### config.mk
export PLATFORM = sky130hd
export DESIGN_NAME = lbsa_fifo
export DESIGN_NICKNAME = d
export VERILOG_FILES = /design/src/design/lbsa_pkg.sv /design/src/design/lbsa_fifo.sv
export SDC_FILE = /design/constraint.sdc
export NUM_CORES = 1
export LEC_CHECK = 0
export ABC_AREA = 1
export BUFFER_PORTS_ARGS = -buffer_cell sky130_fd_sc_hd__buf_2
export CAP_MARGIN = 10
export CORE_ASPECT_RATIO = 1.75
export CORE_MARGIN = 2
export CORE_UTILIZATION = 55
export CTS_BUF_LIST = sky130_fd_sc_hd__clkbuf_2
export DETAILED_ROUTE_END_ITERATION = 10
export HOLD_SLACK_MARGIN = 0.02
export PLACE_DENSITY_LB_ADDON = 0.05
export SYNTH_ARGS = -nofsm -noshare
export SYNTH_HDL_FRONTEND = slang
export SYNTH_SLANG_ARGS = --single-unit
### constraint.sdc
create_clock -name clk_i -period 2.7 [get_ports clk_i]
set_input_delay 0.405 -clock clk_i [delete_from_list [all_inputs] [get_ports clk_i]]
set_output_delay 0.405 -clock clk_i [all_outputs]
set_load 0.005 [all_outputs]
### src/design/lbsa_pkg.sv
// ----------------------------------------------------------------------------
// lbsa_pkg: shared types and constants for the labelled block sum accumulator
// Word formats on both channels, the internal command word passed from the
// front to the back, op codes and saturation limits.
// ----------------------------------------------------------------------------
package lbsa_pkg;

  // Store sizes and field widths
  localparam int unsigned NODES    = 1024;
  localparam int unsigned LABELS   = 16;
  localparam int unsigned NODE_W   = 10;
  localparam int unsigned LABEL_W  = 4;
  localparam int unsigned BLOCK_W  = 2 * LABEL_W;
  localparam int unsigned WEIGHT_W = 16;
  localparam int unsigned COUNT_W  = 11;
  localparam int unsigned SUM_W    = 40;
  localparam int unsigned PAIR_W   = 21;

  // Op codes (also used as command kinds)
  localparam logic [1:0] OP_LABEL = 2'd0;
  localparam logic [1:0] OP_ADD   = 2'd1;
  localparam logic [1:0] OP_QUERY = 2'd2;
  localparam logic [1:0] OP_CLEAR = 2'd3;

  // Saturation limits
  localparam logic [COUNT_W-1:0] COUNT_MAX = '1;
  localparam logic [SUM_W-1:0]   SUM_MAX   = '1;
  localparam logic [PAIR_W-1:0]  PAIR_MAX  = '1;

  typedef struct packed {
    logic [1:0]          op;
    logic [NODE_W-1:0]   row_node;
    logic [NODE_W-1:0]   col_node;
    logic [LABEL_W-1:0]  node_label_in;
    logic [WEIGHT_W-1:0] weight;
    logic [LABEL_W-1:0]  block_row;
    logic [LABEL_W-1:0]  block_col;
  } in_word_t;

  typedef struct packed {
    logic [SUM_W-1:0]  block_total;
    logic [PAIR_W-1:0] pair_total;
  } out_word_t;

  // Command word: labels already resolved by the front
  typedef struct packed {
    logic [1:0]          kind;
    logic [LABEL_W-1:0]  lab_a;
    logic [LABEL_W-1:0]  lab_b;
    logic [WEIGHT_W-1:0] weight;
  } cmd_t;

  // Back status
  typedef struct packed {
    logic exec;
    logic exec_query;
  } bk_stat_t;

endpackage

### src/design/lbsa_fifo.sv
// ----------------------------------------------------------------------------
// lbsa_fifo: command queue between front and back
// Small first-in first-out buffer so either side can stall on its own.
// ----------------------------------------------------------------------------
module lbsa_fifo (
  input  logic           clk_i,
  input  logic           rst_ni,
  input  logic           push_valid_i,
  output logic           push_ready_o,
  input  lbsa_pkg::cmd_t push_cmd_i,
  output logic           pop_valid_o,
  input  logic           pop_ready_i,
  output lbsa_pkg::cmd_t pop_cmd_o
);

  localparam int unsigned DEPTH = 4;
  localparam int unsigned PTR_W = $clog2(DEPTH);
  localparam logic [PTR_W:0] FULL = (PTR_W + 1)'(DEPTH);

  lbsa_pkg::cmd_t   store_q [DEPTH];
  logic [PTR_W-1:0] wr_ptr_q;
  logic [PTR_W-1:0] rd_ptr_q;
  logic [PTR_W:0]   fill_q;
  logic             push;
  logic             pop;

  assign push_ready_o = (fill_q != FULL);
  assign pop_valid_o  = (fill_q != '0);
  assign push         = push_valid_i && push_ready_o;
  assign pop          = pop_valid_o && pop_ready_i;
  assign pop_cmd_o    = store_q[rd_ptr_q];

  // Storage
  always_ff @(posedge clk_i) begin
    if (push) begin
      store_q[wr_ptr_q] <= push_cmd_i;
    end
  end

  // Pointers and fill level
  always_ff @(posedge clk_i or negedge rst_ni) begin
    if (!rst_ni) begin
      wr_ptr_q <= '0;
      rd_ptr_q <= '0;
      fill_q   <= '0;
    end else begin
      if (push) begin
        wr_ptr_q <= wr_ptr_q + 1'b1;
      end
      if (pop) begin
        rd_ptr_q <= rd_ptr_q + 1'b1;
      end
      if (push && !pop) begin
        fill_q <= fill_q + 1'b1;
      end else if (pop && !push) begin
        fill_q <= fill_q - 1'b1;
      end
    end
  end

endmodule

# Word-level counts from Yosys, hierarchy flattened
# Memories as Yosys holds them, arrays and structs flattened.
# Cells that the tools add are included.
[word_totals]
ff_bits = 7
memories = 1
out_inout_bits = 28
latchBits = 0
rom_bits = 0
ramBits = 104
input_bits = 30
word_cells = 21
[op_classes]
reduce_logical = 8
n_lt_le_gt_ge = 0
n_addsub = 4
n_mul = 0
n_bitwise = 0
shifts = 0
div_mod_pow = 0
muxes = 4
n_eq_ne = 1
[memory_table]
columns = ["name", "depth", "word_bits", "rd", "rd_ports_with_merged_regs", "wr", "line_no", "rtl"]
rows = [
  ["store_q", 4, 26, 1, 0, 1, "lbsa_fifo.sv:20", "lbsa_pkg::cmd_t store_q [DEPTH];"],
]
[ops]
columns = ["op", "n"]
rows = [
  ["3-bit two-way mux", 2],
  ["2-bit by 1-bit adder with 2-bit output, second input constant", 2],
  ["1-bit logical AND", 4],
  ["3-bit by 1-bit adder with 3-bit output, second input constant", 1],
  ["3-bit != test, second input constant", 1],
  ["3-bit nonzero test", 1],
  ["3-bit by 1-bit subtractor with 3-bit output, second input constant", 1],
  ["1-bit zero test", 2],
  ["1-bit two-way mux", 2],
  ["2-bit nonzero test", 1],
]

# Depth between registers and ports, before layout
[logic_depth]
ltp_word = 6
mapped_depth = 12
ltp_nobuf = 12

# Worst setup path after synthesis
# Ideal clock, no wire load.
[synth_timing]
path_type = "flip-flop to flip-flop"
startpoint = "reg fill_q[0]"
endpoint = "mem store_q[0][0] (netlist bit), enable pin"
setup_slack_ns = 0.406
period_less_slack_ns = 2.294
setup_ns = 0.409
t_arrival_ns = 1.885
path_buffers = 0
stages_incl_launch_ff = 5
cell_sequence = "dfrtp_1 inv_2 nand3_1 nand2_1 nor2_1"
[synth_via]
elab_chain_len = 4
[synth_rtl]
columns = ["element", "line_no", "rtl"]
rows = [
  ["start: declaration", "lbsa_fifo.sv:23", "logic [PTR_W:0] fill_q;"],
  ["start signal: assignment", "lbsa_fifo.sv:54", "fill_q <= fill_q + 1'b1;"],
  ["start signal: assignment", "lbsa_fifo.sv:56", "fill_q <= fill_q - 1'b1;"],
  ["3-bit != test", "lbsa_fifo.sv:27", "assign push_ready_o = (fill_q != FULL);"],
  ["named net push_ready_o", "lbsa_fifo.sv:9", "output logic push_ready_o,"],
  ["1-bit logical AND", "lbsa_fifo.sv:29", "assign push = push_valid_i && push_ready_o;"],
  ["1-bit two-way mux", "lbsa_fifo.sv:35", "if (push) begin"],
  ["1-bit two-way mux (not written as such)", "lbsa_fifo.sv:36", "store_q[wr_ptr_q] <= push_cmd_i;"],
  ["end: declaration", "lbsa_fifo.sv:20", ""],
]
# The timed path passes the listed nets, and every way through them passes these cells.

==> metrics.log <==
INFO  metric die_width = 75.2 µm
INFO  metric rsz0062_at_grt = no
INFO  metric die_y = 129 µm
INFO  metric dr_total_vias = around 2,800
INFO  metric final_min_period_over_clock_period = 90.0%
INFO  metric worstHoldStart = push_valid_i
INFO  metric worst_path_top_cell_family_by_delay = buffers and inverters
INFO  metric cp.required = 2300 ps
INFO  metric yosysWarnings = 0
INFO  metric power_per_cell_area = 933 nW/µm²
INFO  metric antenna_violations_before_repair = 1
INFO  metric fin_nets = 484
INFO  metric hp-class = input port to flop
INFO  metric crit_type = flop to output pin
INFO  metric max_freq = a little over 0.4 GHz
INFO  metric synth_cell_types = 21
INFO  metric power_leakage = between 0.002 and 0.0025 µW
INFO  metric slew_headroom = between 60 and 70%
INFO  metric syn_inst = 362
INFO  metric io_buffer_count = 57
INFO  metric part_of_the_total_power_dissipated_in_combinational_logic = 40.9%
INFO  metric global_route.overflow_total = 0
INFO  metric worst_setup_path_startpoint = rd_ptr_q[0]
INFO  metric cts-root-to-sink-buffers = 2
INFO  metric grt.total_usage = 19.0%
INFO  metric wl_per_cell = 14.8 µm
INFO  metric switching_share = 38.6%
INFO  metric outcome = finished clean
INFO  metric postRouteWirelength = 8460 µm
INFO  metric later_pin_clock_latency_in_the_skew_report = roughly 600 ps
INFO  metric netSwitchingPower = 2020 µW
INFO  metric drt_drc_violations_left = 0
INFO  metric final.setup.tns = 0 ps
INFO  metric regToRegStartpoint = fill_q[1]
INFO  metric cp_max_fo = 28
INFO  metric drive_above_1_share = 30.2%
INFO  metric grt_first_pass_wirelength = 13,400 µm
INFO  metric vias_per_cell = between 4 and 5
INFO  metric post_cts_resize_count = 0
INFO  metric antenna_left = 0
INFO  metric slowest_cell_delay_on_critical_path = 480 ps
INFO  metric number_of_global_route_vias_before_repair = 2,784
INFO  metric die-area = between 9000 and 10,000 µm²
INFO  metric power_frac_clock = 12.6%
INFO  metric synth_nets = 398
INFO  metric placement.setup.worst_slack = 636 ps
INFO  metric grt_max_degree = 65
INFO  metric setup_violations = 0
INFO  metric final_common_cell = sky130_fd_sc_hd__edfxtp_1
INFO  metric min_setup_slack_post_route = 269 ps
INFO  metric area_growth = 15.0%
INFO  metric critPathBufInv = 3
INFO  metric crit_chain = inv_4 > buf_4 > nand2_1 > o211ai_2 > nand2_1 > buf_2
INFO  metric seqPwrFrac = 46.5%
INFO  metric cell_internal_pwr = 3210 µW
INFO  metric drt_iter0_markers = 148
INFO  metric dp_hpwl = 5120 µm
INFO  metric synth_seq_cells = 111
INFO  metric gp_routability_congestion = 0.689
INFO  metric final_period_minus_worst_setup_slack = around 2400 ps
INFO  metric slew_viol_final = 0
INFO  metric cts_made_buffers = 9
INFO  metric final_cell_mix = sky130_fd_sc_hd__edfxtp_1, sky130_fd_sc_hd__nand2_1, sky130_fd_sc_hd__inv_1
INFO  metric floorplan.rows = 45
INFO  metric critPathLaunchType = flop
INFO  metric worst_setup_path_end_kind = output pin
INFO  metric average_cell_area_after_synthesis = 13.5 µm²
INFO  metric cpMaxStageDelayCell = sky130_fd_sc_hd__dfrtp_1
INFO  metric hold_viol_final = 0
INFO  metric cts_tree = built
INFO  metric critPathMostFrequentCell = sky130_fd_sc_hd__nand2_1
INFO  metric vdd_drop_max = 0.730 mV
INFO  metric cts_sinks = about 110
INFO  metric post_synthesis_sequential_area_ratio = 67.5%
INFO  metric syn_area = ~5000 µm²
INFO  metric floorplan.core_area = 8670 µm²
INFO  metric worst_clock_skew = 34.5 ps
INFO  metric critPathArrivalTime = between 2000 and 2500 ps
INFO  metric postCtsSetupRepairBufs = 0
INFO  metric num_io_pins = 58
INFO  metric max_cap_viol_count = 0
INFO  metric cts.htree.levels = 3
INFO  metric clkTransAtPathRegs = 260 ps
INFO  metric root_buffer = sky130_fd_sc_hd__clkbuf_2
INFO  metric detailedRoute.firstPassIterationCount = 4
INFO  metric timing_worst_slew_pin_value = 465 ps
INFO  metric initial_utilization = 56.3%
flip-flops by register name (all words and copies together), names as in the netlist:
| name | flops |
|---|---|
| fill_q | 3 |
| rd_ptr_q | 2 |
| store_q | 104 |
| wr_ptr_q | 2 |
final cells by class:
cell class	instances	area, µm²
sequential	111	3300
antenna	1	2.50
multi-input combinational	167	1170
tap	117	146
clock inverter	7	50.0
timing repair buffer	91	633
inverter	68	263
clock buffer	9	45.0
fill	709	3060
final timing paths:
path                                      end  slack [ps]  cells after the start
worst max-delay path            pop_cmd_o[25]         270                      6
worst min-delay path              wr_ptr_q[1]          60                      3
worst max register to register      fill_q[2]         630                     11
worst min register to register      fill_q[2]         540                      2
max in group asynchronous         rd_ptr_q[1]        2370                      2
min in group asynchronous         wr_ptr_q[0]         160                      2
what timing repair did:
action,CTS,global route
endpoints found under the hold margin,104,2
hold buffers,26,1
setup endpoints to repair,0,0
per-layer routing:
metal,wire (µm),global-route usage (%)
met2,4460,32.2
met5,0,0
met3,268,2.51
met4,187,8.88
met1,3550,23.5
worst register-to-register path, stage by stage, from the launching register on:
cell and delay [ps]:
sky130_fd_sc_hd__dfrtp_1 440, sky130_fd_sc_hd__clkinv_1 110, sky130_fd_sc_hd__nand3_1 140, sky130_fd_sc_hd__nand2_1 300, sky130_fd_sc_hd__inv_2 110, sky130_fd_sc_hd__ha_1 170
sky130_fd_sc_hd__inv_1 70, sky130_fd_sc_hd__fa_1 380, sky130_fd_sc_hd__nand2_1 110, sky130_fd_sc_hd__nand3_1 80, sky130_fd_sc_hd__nand2_1 60, sky130_fd_sc_hd__nand2_1 40
cell families (layout without fill, tap and decap cells):
| family | Yosys count | in the layout | share of synthesized area (%) |
|---|---|---|---|
| and+or+nand+nor | 107 | 107 | 8.45 |
| other | 0 | 1 | 0 |
| DFF | 111 | 111 | 67.5 |
| AOI/OAI and AO/OA | 53 | 53 | 13.1 |
| xor gates and xnor gates | 1 | 1 | 0.179 |
| buffers and inverters | 84 | 175 | 9.02 |
| adders and majority gates | 6 | 6 | 1.69 |
per-stage QoR:
| step | util [%] | total power, µW | hold slack, ps | instances | instance area, µm² |
|---|---|---|---|---|---|
| after CTS | 64.6 | 5310 | 34.8 | 569 | 5600 |
| after global placement | 60.5 | 4600 | 253 | 527 | 5250 |
| after floorplan | - | 4080 | 109 | 362 | 4880 |
| after detailed placement | 60.5 | 4650 | 250 | 527 | 5250 |
| after global routing | 64.7 | 5620 | 47.0 | 571 | 5610 |
| final | 64.7 | 5240 | 63.6 | 571 | 5610 |
synthesized netlist by cell type:
cell | instances | area [µm²]
sky130_fd_sc_hd__edfxtp_1 | 104 | 3120
sky130_fd_sc_hd__nand2_1 | 95 | 357
sky130_fd_sc_hd__inv_1 | 63 | 236
sky130_fd_sc_hd__o211ai_2 | 49 | 613
sky130_fd_sc_hd__dfrtp_1 | 7 | 175
sky130_fd_sc_hd__nand3_1 | 7 | 35.0
sky130_fd_sc_hd__buf_2 | 5 | 25.0
sky130_fd_sc_hd__ha_1 | 5 | 62.6
sky130_fd_sc_hd__buf_12 | 4 | 80.1
sky130_fd_sc_hd__nor2_1 | 4 | 15.0
sky130_fd_sc_hd__buf_4 | 3 | 22.5
sky130_fd_sc_hd__inv_2 | 3 | 11.3
sky130_fd_sc_hd__o211ai_1 | 3 | 22.5
sky130_fd_sc_hd__buf_6 | 2 | 22.5
sky130_fd_sc_hd__buf_8 | 2 | 30.0
sky130_fd_sc_hd__clkinv_1 | 1 | 3.75
sky130_fd_sc_hd__fa_1 | 1 | 20.0
sky130_fd_sc_hd__inv_6 | 1 | 8.76
sky130_fd_sc_hd__nand4_1 | 1 | 6.26
sky130_fd_sc_hd__o21ai_0 | 1 | 5.00
sky130_fd_sc_hd__xnor2_1 | 1 | 8.76
power groups by stage:
| stage | clock (µW) | combinational (µW) | sequential (µW) |
|---|---|---|---|
| 2_1_floorplan | 0 | 1660 | 2420 |
| 3_3_place_gp | 0 | 2130 | 2470 |
| 3_5_place_dp | 0 | 2170 | 2480 |
| 4_1_cts | 675 | 2200 | 2440 |
| 5_1_grt | 727 | 2420 | 2470 |
| 6_report | 659 | 2140 | 2440 |
Note: power is estimated with default switching activity, not from simulation.
